**src/hw/rtl/mls_pkg.sv**
```systemverilog
// ----------------------------------------------------------------------------
// mls_pkg - shared types and constants for the matrix line sum block
// Sizes, widths and the structs that pass between the accumulator, the
// sorter and the sum list memory.
// ----------------------------------------------------------------------------
`default_nettype none

package mls_pkg;

    // Largest and smallest supported matrix size
    localparam int MAX_SIZE   = 16;
    localparam int MIN_SIZE   = 3;
    // Diagonals, rows and columns
    localparam int LIST_DEPTH = 2 * MAX_SIZE + 2;

    localparam int ELEM_W = 16;
    localparam int SUM_W  = 20;
    localparam int SIZE_W = 5;
    localparam int COL_W  = $clog2(MAX_SIZE);
    localparam int IDX_W  = $clog2(LIST_DEPTH);

    localparam logic [SIZE_W-1:0] SIZE_RESET = 5'd4;

    typedef logic signed [ELEM_W-1:0] t_elem;
    typedef logic signed [SUM_W-1:0]  t_sum;
    typedef logic [SIZE_W-1:0]        t_size;
    typedef logic [COL_W-1:0]         t_col;
    typedef logic [IDX_W-1:0]         t_idx;

    // Write request into the sum list memory
    typedef struct packed {
        logic en;
        t_idx addr;
        t_sum data;
    } t_ram_wr;

    // Hand-off from accumulator to sorter
    typedef struct packed {
        logic go;
        t_idx count;
    } t_sort_start;

endpackage

`default_nettype wire

```
**src/hw/rtl/mls_ram.sv**
```systemverilog
// ----------------------------------------------------------------------------
// mls_ram - generic single-write, single-read RAM
// One write port, one read port, registered read data.
// ----------------------------------------------------------------------------
`default_nettype none

module mls_ram #(
    parameter int WIDTH = 20,
    parameter int DEPTH = 34
) (
    input  wire                     i_clk,
    input  wire                     i_we,
    input  wire [$clog2(DEPTH)-1:0] i_waddr,
    input  wire [WIDTH-1:0]         i_wdata,
    input  wire [$clog2(DEPTH)-1:0] i_raddr,
    output logic [WIDTH-1:0]        o_rdata
);

    logic [WIDTH-1:0] r_mem [DEPTH];

    always_ff @(posedge i_clk) begin
        if (i_we) begin
            r_mem[i_waddr] <= i_wdata;
        end
        o_rdata <= r_mem[i_raddr];
    end

endmodule

`default_nettype wire

```
**src/hw/rtl/mls_accum.sv**
```systemverilog
// ----------------------------------------------------------------------------
// mls_accum - running line sums and sum list fill
// Keeps diagonal, row and column totals as elements arrive, writes each row
// sum at end of row, then copies diagonals and columns into the sum list.
// ----------------------------------------------------------------------------
`default_nettype none

module mls_accum (
    input  wire                   i_clk,
    input  wire                   i_rst_n,
    input  wire                   i_cfg_we,
    input  wire [4:0]             i_cfg_data,
    input  wire                   i_take,
    input  mls_pkg::t_elem        i_value,
    output mls_pkg::t_ram_wr      o_wr,
    output mls_pkg::t_sort_start  o_start,
    output logic                  o_busy
);

    logic                 r_copy;
    mls_pkg::t_size       r_size;
    mls_pkg::t_size       r_k;
    mls_pkg::t_col        r_r;
    mls_pkg::t_col        r_c;
    mls_pkg::t_sum        r_col [mls_pkg::MAX_SIZE];
    mls_pkg::t_sum        r_row;
    mls_pkg::t_sum        r_main;
    mls_pkg::t_sum        r_anti;

    mls_pkg::t_size       eff_size;
    mls_pkg::t_sum        v20;
    mls_pkg::t_sum        col_new;
    mls_pkg::t_sum        row_new;
    logic                 last_col;
    logic                 last_row;
    logic                 on_main;
    logic                 on_anti;
    logic                 copy_end;
    mls_pkg::t_col        copy_col;

    // Clamp the size register to the supported range
    always_comb begin
        if (r_size < mls_pkg::t_size'(mls_pkg::MIN_SIZE)) begin
            eff_size = mls_pkg::t_size'(mls_pkg::MIN_SIZE);
        end else if (r_size > mls_pkg::t_size'(mls_pkg::MAX_SIZE)) begin
            eff_size = mls_pkg::t_size'(mls_pkg::MAX_SIZE);
        end else begin
            eff_size = r_size;
        end
    end

    // Element arithmetic, all sums wrap at 20 bits
    assign v20      = mls_pkg::t_sum'(i_value);
    assign col_new  = r_col[r_c] + v20;
    assign row_new  = r_row + v20;
    assign last_col = ({1'b0, r_c} + 5'd1) == eff_size;
    assign last_row = ({1'b0, r_r} + 5'd1) == eff_size;
    assign on_main  = r_r == r_c;
    assign on_anti  = ({1'b0, r_r} + {1'b0, r_c}) == (eff_size - 5'd1);

    // Copy step k: 0 main diagonal, 1 anti-diagonal, then column k-2
    assign copy_col = mls_pkg::t_col'(r_k - 5'd2);
    assign copy_end = r_k == (eff_size + 5'd1);

    // Sum list write port
    always_comb begin
        o_wr.en   = 1'b0;
        o_wr.addr = mls_pkg::t_idx'(r_r) + mls_pkg::t_idx'(2);
        o_wr.data = row_new;
        if (r_copy) begin
            o_wr.en   = 1'b1;
            o_wr.addr = mls_pkg::t_idx'(eff_size) + mls_pkg::t_idx'(r_k);
            if (r_k == 5'd0) begin
                o_wr.addr = mls_pkg::t_idx'(0);
                o_wr.data = r_main;
            end else if (r_k == 5'd1) begin
                o_wr.addr = mls_pkg::t_idx'(1);
                o_wr.data = r_anti;
            end else begin
                o_wr.data = r_col[copy_col];
            end
        end else if (i_take && last_col) begin
            o_wr.en = 1'b1;
        end
    end

    assign o_start.go    = r_copy && copy_end;
    assign o_start.count = mls_pkg::t_idx'(eff_size) + mls_pkg::t_idx'(eff_size)
                         + mls_pkg::t_idx'(2);
    assign o_busy        = r_copy;

    // Totals, positions and copy sequencer
    always_ff @(posedge i_clk) begin
        if (!i_rst_n || i_cfg_we || (r_copy && copy_end)) begin
            for (int j = 0; j < mls_pkg::MAX_SIZE; j++) begin
                r_col[j] <= '0;
            end
            r_row  <= '0;
            r_main <= '0;
            r_anti <= '0;
            r_r    <= '0;
            r_c    <= '0;
            r_copy <= 1'b0;
            r_k    <= '0;
            if (!i_rst_n) begin
                r_size <= mls_pkg::SIZE_RESET;
            end else if (i_cfg_we) begin
                r_size <= i_cfg_data;
            end
        end else if (r_copy) begin
            r_k <= r_k + 5'd1;
        end else if (i_take) begin
            r_col[r_c] <= col_new;
            if (on_main) begin
                r_main <= r_main + v20;
            end
            if (on_anti) begin
                r_anti <= r_anti + v20;
            end
            if (last_col) begin
                r_row <= '0;
                r_c   <= '0;
                if (last_row) begin
                    r_r    <= '0;
                    r_copy <= 1'b1;
                    r_k    <= '0;
                end else begin
                    r_r <= r_r + mls_pkg::t_col'(1);
                end
            end else begin
                r_row <= row_new;
                r_c   <= r_c + mls_pkg::t_col'(1);
            end
        end
    end

endmodule

`default_nettype wire

```
**src/hw/rtl/mls_sort.sv**
```systemverilog
// ----------------------------------------------------------------------------
// mls_sort - selection sorter over the sum list memory
// Each pass scans the list through one compare unit, finds the largest
// entry not yet sent, and holds it in the output register until taken.
// ----------------------------------------------------------------------------
`default_nettype none

module mls_sort (
    input  wire                   i_clk,
    input  wire                   i_rst_n,
    input  mls_pkg::t_sort_start  i_start,
    input  mls_pkg::t_sum         i_rd_data,
    output mls_pkg::t_idx         o_rd_addr,
    output logic                  o_busy,
    output logic                  o_valid,
    input  wire                   i_stall,
    output mls_pkg::t_sum         o_sum,
    output logic                  o_last
);

    localparam logic [1:0] S_IDLE = 2'd0;
    localparam logic [1:0] S_SCAN = 2'd1;
    localparam logic [1:0] S_EMIT = 2'd2;

    logic [1:0]                       r_state;
    logic [1:0]                       n_state;
    mls_pkg::t_idx                    r_count;
    mls_pkg::t_idx                    r_sent;
    mls_pkg::t_idx                    r_scan;
    logic                             r_issue;
    logic                             r_dv;
    mls_pkg::t_idx                    r_didx;
    logic                             r_have;
    mls_pkg::t_sum                    r_best;
    mls_pkg::t_idx                    r_best_idx;
    logic [mls_pkg::LIST_DEPTH-1:0]   r_used;

    logic better;
    logic scan_done;
    logic beat_out;
    logic last_beat;

    assign o_rd_addr = r_scan;
    assign o_busy    = r_state != S_IDLE;
    assign o_valid   = r_state == S_EMIT;
    assign o_sum     = r_best;
    assign last_beat = r_sent == (r_count - mls_pkg::t_idx'(1));
    assign o_last    = last_beat;
    assign beat_out  = o_valid && !i_stall;

    // Shared compare: take the entry if unsent and larger than the best so far
    assign better    = r_dv && !r_used[r_didx] && (!r_have || (i_rd_data > r_best));
    assign scan_done = !r_issue && r_dv;

    // Pass sequencer
    always_comb begin
        n_state = r_state;
        unique case (r_state)
            S_IDLE: begin
                if (i_start.go) begin
                    n_state = S_SCAN;
                end
            end
            S_SCAN: begin
                if (scan_done) begin
                    n_state = S_EMIT;
                end
            end
            S_EMIT: begin
                if (beat_out) begin
                    n_state = last_beat ? S_IDLE : S_SCAN;
                end
            end
            default: n_state = S_IDLE;
        endcase
    end

    always_ff @(posedge i_clk) begin
        if (!i_rst_n) begin
            r_state <= S_IDLE;
            r_issue <= 1'b0;
            r_dv    <= 1'b0;
            r_have  <= 1'b0;
            r_used  <= '0;
            r_sent  <= '0;
            r_scan  <= '0;
            r_count <= '0;
        end else begin
            r_state <= n_state;
            unique case (r_state)
                S_IDLE: begin
                    r_count <= i_start.count;
                    r_sent  <= '0;
                    r_used  <= '0;
                    r_scan  <= '0;
                    r_issue <= 1'b1;
                    r_dv    <= 1'b0;
                    r_have  <= 1'b0;
                end
                S_SCAN: begin
                    // Address issue, data returns in the next cycle
                    r_dv   <= r_issue;
                    r_didx <= r_scan;
                    if (r_issue) begin
                        if (r_scan == (r_count - mls_pkg::t_idx'(1))) begin
                            r_issue <= 1'b0;
                        end else begin
                            r_scan <= r_scan + mls_pkg::t_idx'(1);
                        end
                    end
                    if (better) begin
                        r_have     <= 1'b1;
                        r_best     <= i_rd_data;
                        r_best_idx <= r_didx;
                    end
                end
                S_EMIT: begin
                    if (beat_out) begin
                        r_used[r_best_idx] <= 1'b1;
                        r_sent  <= r_sent + mls_pkg::t_idx'(1);
                        r_scan  <= '0;
                        r_issue <= 1'b1;
                        r_dv    <= 1'b0;
                        r_have  <= 1'b0;
                    end
                end
                default: r_issue <= 1'b0;
            endcase
        end
    end

endmodule

`default_nettype wire

```
**src/hw/rtl/matrix_line_sums_sorted.sv**
```systemverilog
// ----------------------------------------------------------------------------
// matrix_line_sums_sorted - sorted diagonal, row and column sums of a matrix
// Takes an n-by-n matrix in row-major order and returns its 2n+2 line sums
// from largest to smallest, the final one marked.
// ----------------------------------------------------------------------------
// Elements are taken one per cycle while a matrix fills (n*n elements). After
// the last element the block stalls its input: copy steps write the diagonal
// and column totals into the sum list memory, then each of the 2n+2 sums
// costs one scan of that memory through a single compare unit, followed by
// its beat, shown until taken. For larger n the sort scans take most of the
// time of a matrix. Size writes are to be made by the user between matrices,
// which the block itself does not enforce, and discard any partial matrix;
// sizes below 3 act as 3 and above 16 as 16.
`default_nettype none

module matrix_line_sums_sorted (
    input  wire                  i_clk,
    input  wire                  i_rst_n,
    input  wire                  i_cfg_we,
    input  wire [4:0]            i_cfg_data,
    input  wire                  i_elem_valid,
    output logic                 o_elem_stall,
    input  wire signed [15:0]    i_element_value,
    output logic                 o_sum_valid,
    input  wire                  i_sum_stall,
    output logic signed [19:0]   o_line_sum,
    output logic                 o_last_sum
);

    mls_pkg::t_ram_wr      wr;
    mls_pkg::t_sort_start  start;
    mls_pkg::t_idx         rd_addr;
    logic [mls_pkg::SUM_W-1:0] rd_data;
    logic                  acc_busy;
    logic                  sort_busy;
    logic                  take;

    // Input beat taken only while filling
    assign o_elem_stall = acc_busy || sort_busy;
    assign take         = i_elem_valid && !o_elem_stall;

    mls_accum u_accum (
        .i_clk      (i_clk),
        .i_rst_n    (i_rst_n),
        .i_cfg_we   (i_cfg_we),
        .i_cfg_data (i_cfg_data),
        .i_take     (take),
        .i_value    (i_element_value),
        .o_wr       (wr),
        .o_start    (start),
        .o_busy     (acc_busy)
    );

    mls_ram #(
        .WIDTH (mls_pkg::SUM_W),
        .DEPTH (mls_pkg::LIST_DEPTH)
    ) u_list (
        .i_clk   (i_clk),
        .i_we    (wr.en),
        .i_waddr (wr.addr),
        .i_wdata (wr.data),
        .i_raddr (rd_addr),
        .o_rdata (rd_data)
    );

    mls_sort u_sort (
        .i_clk     (i_clk),
        .i_rst_n   (i_rst_n),
        .i_start   (start),
        .i_rd_data (mls_pkg::t_sum'(rd_data)),
        .o_rd_addr (rd_addr),
        .o_busy    (sort_busy),
        .o_valid   (o_sum_valid),
        .i_stall   (i_sum_stall),
        .o_sum     (o_line_sum),
        .o_last    (o_last_sum)
    );

endmodule

`default_nettype wire

```
**config.mk**
```make
export PLATFORM = sky130hd
export DESIGN_NAME = matrix_line_sums_sorted
export DESIGN_NICKNAME = d
export VERILOG_FILES = /design/src/hw/rtl/mls_pkg.sv /design/src/hw/rtl/mls_ram.sv /design/src/hw/rtl/mls_accum.sv /design/src/hw/rtl/mls_sort.sv /design/src/hw/rtl/matrix_line_sums_sorted.sv
export SDC_FILE = /design/constraint.sdc
export NUM_CORES = 2
export LEC_CHECK = 0
export ABC_CLOCK_PERIOD_IN_PS = 9700
export BUFFER_PORTS_ARGS = -buffer_cell sky130_fd_sc_hd__buf_2
export CAP_MARGIN = 0
export CORE_UTILIZATION = 25
export CTS_BUF_LIST = sky130_fd_sc_hd__clkbuf_16
export CTS_CLUSTER_DIAMETER = 120
export DETAILED_ROUTE_END_ITERATION = 8
export PLACE_DENSITY_LB_ADDON = 0.08
export SYNTH_ARGS = -nofsm -noshare
export SYNTH_HDL_FRONTEND = slang
export SYNTH_SLANG_ARGS = --single-unit
```
**constraint.sdc**
```tcl
create_clock -name i_clk -period 9.7 [get_ports i_clk]
set_input_delay 0.97 -clock i_clk [delete_from_list [all_inputs] [get_ports i_clk]]
set_output_delay 0.97 -clock i_clk [all_outputs]
set_load 0.01 [all_outputs]
```
* Yosys cells after proc, flatten, opt, wreduce, memory -nomap -nowiden *
Memories as Yosys holds them, arrays and structs flattened. A register that Yosys moved wholly into a read port is not among the register bits.
Index checks and enable logic that the tools add are counted.
Widths: inputs -> output; s select.

storage, ports and cells
  bits in registers = 168
  memory bits (writable) = 1,000
  input bits = 26
  output and inout bits = 23
  memories = 2

memories
  name           depth  bits a word  rd ports  clocked after Yosys merged registers in  write ports  RTL line         RTL
  u_list.r_mem   34     20           1         1                                        1            mls_ram.sv:19    logic [WIDTH-1:0] r_mem [DEPTH];
  u_accum.r_col  16     20           2         1                                        16           mls_accum.sv:25  mls_pkg::t_sum r_col [mls_pkg::MAX_SIZE];

cells by class
  add/subtract/negate cells = 20
  $lt $le $gt $ge = 6
  equality and inequality tests = 17
  muxes and demuxes = 58
  bitwise gates (word level) = 2
  reduce and logical (&&, ||, !) cells = 40

operators with widths
  cell                 number
  $add 20x16->20       4
  $pmux 34 s2          1
  $mux 20              3
  $mux 26              2
  $mux 5               7
  $mux 34              1
  $or 34x34->34        1
  $mux 6               5
  $mux 1               23
  $reduce_and 3->1     7
  $eq 5x5->1           4
  $gt 20x20->1         1
  $mux 4               5
  $reduce_or 20->1     1
  $pmux 6 s3           1
  $lt 6x7->1 const B   2
  $add 5x5->6          2
  $add 6x1->6 const B  2
  $eq 6x6->1           2
  $pmux 6 s2           1
  $add 4x1->5 const B  2
  $add 5x1->5 const B  2
  $reduce_and 2->1     5
  $reduce_bool 2->1    5
  other kinds (29)     54

* Depth between registers and ports, before layout *
  depth in word-level cells = 11
  gate-level depth with buffers = 15
  mapped depth without buffers = 11

* By module *
From an unflattened synthesis, not the netlist that was laid out.

second synthesis, totals
  cells, all modules = 3,875
  area total of the unflattened synthesis = 55,650.9 um2

modules (own cells, without submodules)
  module                   times used  cells an instance  area each (um2)  seq. area each (um2)
  mls_ram                  1           1,444              27,084.7         20,820.0
  mls_accum                1           2,015              24,240.7         11,320.9
  mls_sort                 1           414                4,311.6          2,102.0
  matrix_line_sums_sorted  1           2                  13.8             0.0

* Worst setup path before layout *
OpenSTA, ideal clock, no wires.

  kind = register to register
  start point = register u_accum.r_size[4]
  end point = memory u_list.r_mem[0][0], enable pin
  data arrival time = 4.228 ns
  required time = 9.273 ns
  setup slack = 5.046 ns
  stages on the path, launching flop included = 11
  buffers on the path = 1
  period minus slack after synthesis = 4.654 ns
  cells stage by stage = edfxtp_1 -> buf_1 -> nor2_1 -> ha_1 -> fa_1 -> xnor3_1 -> nor2b_1 -> a21oi_1 -> or2_1 -> or2_2 -> nor3b_1

on the way
  word-level cells in the longest chain between the ends = 9
  elaborated cells on any way between the ends = 14

ends and longest elaborated chain
  element                                              RTL line          RTL
  from (decl)                                          mls_accum.sv:21   mls_pkg::t_size r_size;
  from (signal assigned)                               mls_accum.sv:106  r_size <= mls_pkg::SIZE_RESET;
  from (signal assigned)                               mls_accum.sv:108  r_size <= i_cfg_data;
  $gt 5x5->1                                           mls_accum.sv:45   end else if (r_size > mls_pkg::t_size'(mls_pkg::MAX_SIZE)) begin
  $mux 5                                               mls_accum.sv:45
  $mux 5 *                                             mls_accum.sv:43   if (r_size < mls_pkg::t_size'(mls_pkg::MIN_SIZE)) begin
  branches (longest 6 deep; another with $add 5x5->6)  -
  to (decl)                                            mls_ram.sv:19

Every way passes the cells marked *.

==> impl_metrics.csv <==
group,metric,value,unit
synth,ys_async_sr_fraction,0,%
cts,htree_levels,4,
layout,layout_commonest_cell,"edfxtp_1",
cts,worstSkewPairLatency,0.80,ns
synth,ys_seq_area_share,62.4,%
global_routing,grt_use_met2,27.5,%
status,status,"completed",
power,combPwrFrac,7.2,%
placed_design,dp_slack,3.64,ns
hold_path,min-delay-path-class,"register to register",
setup_path,crit_path_start_kind,"register",
global_routing,grt_antenna_before_repair,12,
layout,instances_no_fill,6594,
floorplan,num_rows,171,
cts,cts_resized,0,
power,p_sw_share,24.6,%
placed_design,portBuffers,48,
timing,fin_setup_tns,0,ns
synth,yosysWarnings,0,
placed_design,placedCellCount,6318,
global_routing,grt.overflow.total,0,
layout,drive_above_1_share,23.1,%
synth,synth-edff-count,1037,
timing,finalClockSkew,0.0580,ns
drt,avgViaCountPerCell,4.84,
cts,post-cts-setup-buffers,0,
synth,synth_fp_nets,3684,
layout,nets,3766,
timing,worstMarginPinSlew,1.19,ns
power,peakVddDrop,0.000171,V
floorplan,initial_core_util,25.2,%
cts,cts_tree,"done",
timing,grt_setup_unrepaired,"no",
drt,first_iter_violations,2483,
cts,clock-sinks,1191,
timing,hold_viol_final,0,
layout,layout_common_cells,"1037 x edfxtp_1, 462 x nor2_1, 410 x mux4_2",
drt,drc,0,
power,powerDensity,188,nW/um^2
global_routing,grt_usage,16.8,%
timing,hold_ws,0.440,ns
floorplan,core-area,218000,um^2
power,p_int,9.01,mW
global_routing,first_global_vias,32892,
setup_path,arrival,6.44,ns
synth,synth_ff_type,"edfxtp_1",
cts,clkTransAtPathRegs,0.06,ns
synth,syn_inst,3533,
synth,ys_types,81,
timing,finalCriticalPeriod,5.98,ns
layout,fill_cells,21701,
timing,slew_violations,0,
floorplan,die-area,221000,um^2
power,pwr-share-seq,48.3,%
cts,ctsLongestPathBuffers,3,
synth,syn_area_per_cell,15.5,um^2
synth,syn-cell-area,54800,um^2
layout,synthToLayoutAreaGrowth,15.9,%
power,clkPwrFrac,44.4,%
setup_path,critPathCaptureType,"register",
global_routing,busiest_layer,"met2",
floorplan,io_pins,49,
timing,fmax,0.167,GHz
global_routing,grt_max_degree,85,
floorplan,die_y,470,um
cts,cts_made_buffers,149,
flow_run,cap_violations,0,
drt,vias,31922,
global_routing,grt_pass1_wl,262,mm
timing,relSlewSlack,20.4,%
global_routing,met1_usage,22.9,%
drt,wire_per_inst,28.3,um
drt,dr.pass1.iters,5,
setup_path,crit_required,10.16,ns
global_routing,grtUsageMet3,2.92,%
setup_path,path_class,"register to register",
power,leakagePower,21.0,nW
power,power_switching,2.95,mW
cts,ctsHoldBuffers,0,
drt,drtAntennaViolNets,0,
floorplan,die_w,470,um
cts,root_buffer,"clkbuf_16",
placed_design,hpwl,110,mm
timing,fin_crit_sh,61.6,%
timing,setup_ws,3.72,ns
drt,wl,186,mm
synth,synth-seq-cells,1191,
placed_design,gp_congestion,0.757,
setup_path,crit_path_max_fanout,44,
timing,setup_viol,0,
## power by group through the flow
stage	logic (mW)	clock network, mW	registers [mW]
floorplan	0.533	0	5.86
global placement	0.883	0	5.89
CTS	0.882	5.49	5.78
finish	0.863	5.32	5.78
global route	0.945	5.67	5.79
detailed placement	0.879	0	5.89
## routing by layer
layer	vias up	share of wire, %	routed length [um]
li1	14045	-	-
met1	16894	46	84900
met2	750	48	88800
met3	231	4.5	8470
met4	2	2.2	4150
met5	-	0.0038	7
## worst max-delay path: stages (launching register included)
cell and delay [ns]:
dfxtp_4 0.87, buf_4 0.87, mux4_2 0.61, mux4_2 0.50, ha_1 0.41, a21oi_1 0.10
o21ai_0 0.35, a31oi_1 0.18, o221ai_1 0.29, mux2_2 0.37, nor2_1 0.83, nor2_1 0.08
## sequential cells by signal, summed over array words and instances, names as in the netlist, 2 cells and up, named ones only
register           count
u_list.r_mem         680
u_accum.r_col        320
u_sort.r_used         34
u_accum.r_anti        20
u_accum.r_main        20
u_accum.r_row         20
u_list.o_rdata        20
u_sort.o_sum          20
u_sort.o_rd_addr       6
u_sort.r_best_idx      6
u_sort.r_didx          6
u_sort.r_sent          6
u_accum.r_k            5
u_accum.r_size         5
u_sort.r_count         5
u_accum.r_c            4
u_accum.r_r            4
u_sort.r_state         2
## stage by stage
| step | power (mW) | instance area (um^2) | utilization [%] |
|---|---|---|---|
| floorplan | 6.40 | 54800 | - |
| global placement | 6.77 | 58900 | 27.1 |
| detailed placement | 6.76 | 58900 | 27.1 |
| CTS | 12.2 | 63500 | 29.2 |
| global route | 12.4 | 63500 | 29.2 |
| finish | 12.0 | 63600 | 29.2 |
## worst paths after layout
check                           from               endpoint  slack [ns]  depth (start not counted)
setup / recovery            register  u_accum.r_col[13][18]        3.72                         11
hold / removal    u_list.o_rdata[12]       u_sort.o_sum[12]        0.44                          0
setup reg to reg            register  u_accum.r_col[13][18]        3.72                         11
hold reg to reg   u_list.o_rdata[12]       u_sort.o_sum[12]        0.44                          0
## layout make-up
type                            count  area [um^2]  share of cell area (%)
Timing Repair Buffer              155         1070                    1.68
Clock inverter                    119          852                    1.34
Sequential cell                  1191        34300                    53.9
Multi-Input combinational cell   2066        19800                    31.2
Tap cell                         2854         3570                    5.62
Clock buffer                      151         3780                    5.95
Inverter                           52          195                   0.307
Antenna cell                        6         15.0                  0.0236
## cells by family after synthesis
| kind of cell | share of synthesized area [%] |
|---|---|
| AND/OR/NAND/NOR | 7.27 |
| adder cells (fa/ha/maj) | 2.96 |
| AO/OA/AOI/OAI | 5.62 |
| flip-flops | 62.4 |
| buffers and inverters | 2.16 |
| XOR/XNOR | 1.81 |
| multiplexers | 17.7 |
## Yosys cell counts (29+ instances only)
master	number	area [um^2]
nor2b_1	38	238
nor3_1	31	155
dfxtp_1	154	3080
mux4_2	410	9230
a21o_1	34	255
ha_1	119	1490
nand3_1	29	145
xor2_1	44	385
xnor2_1	55	482
clkbuf_1	121	454
nand2_1	162	608
inv_1	51	191
buf_2	82	410
nor2_1	493	1850
a21oi_1	169	846
edfxtp_1	1037	31100
a211oi_1	36	270
mux2i_1	46	460
o21ai_0	81	405
(Power assumes the default switching activity.)
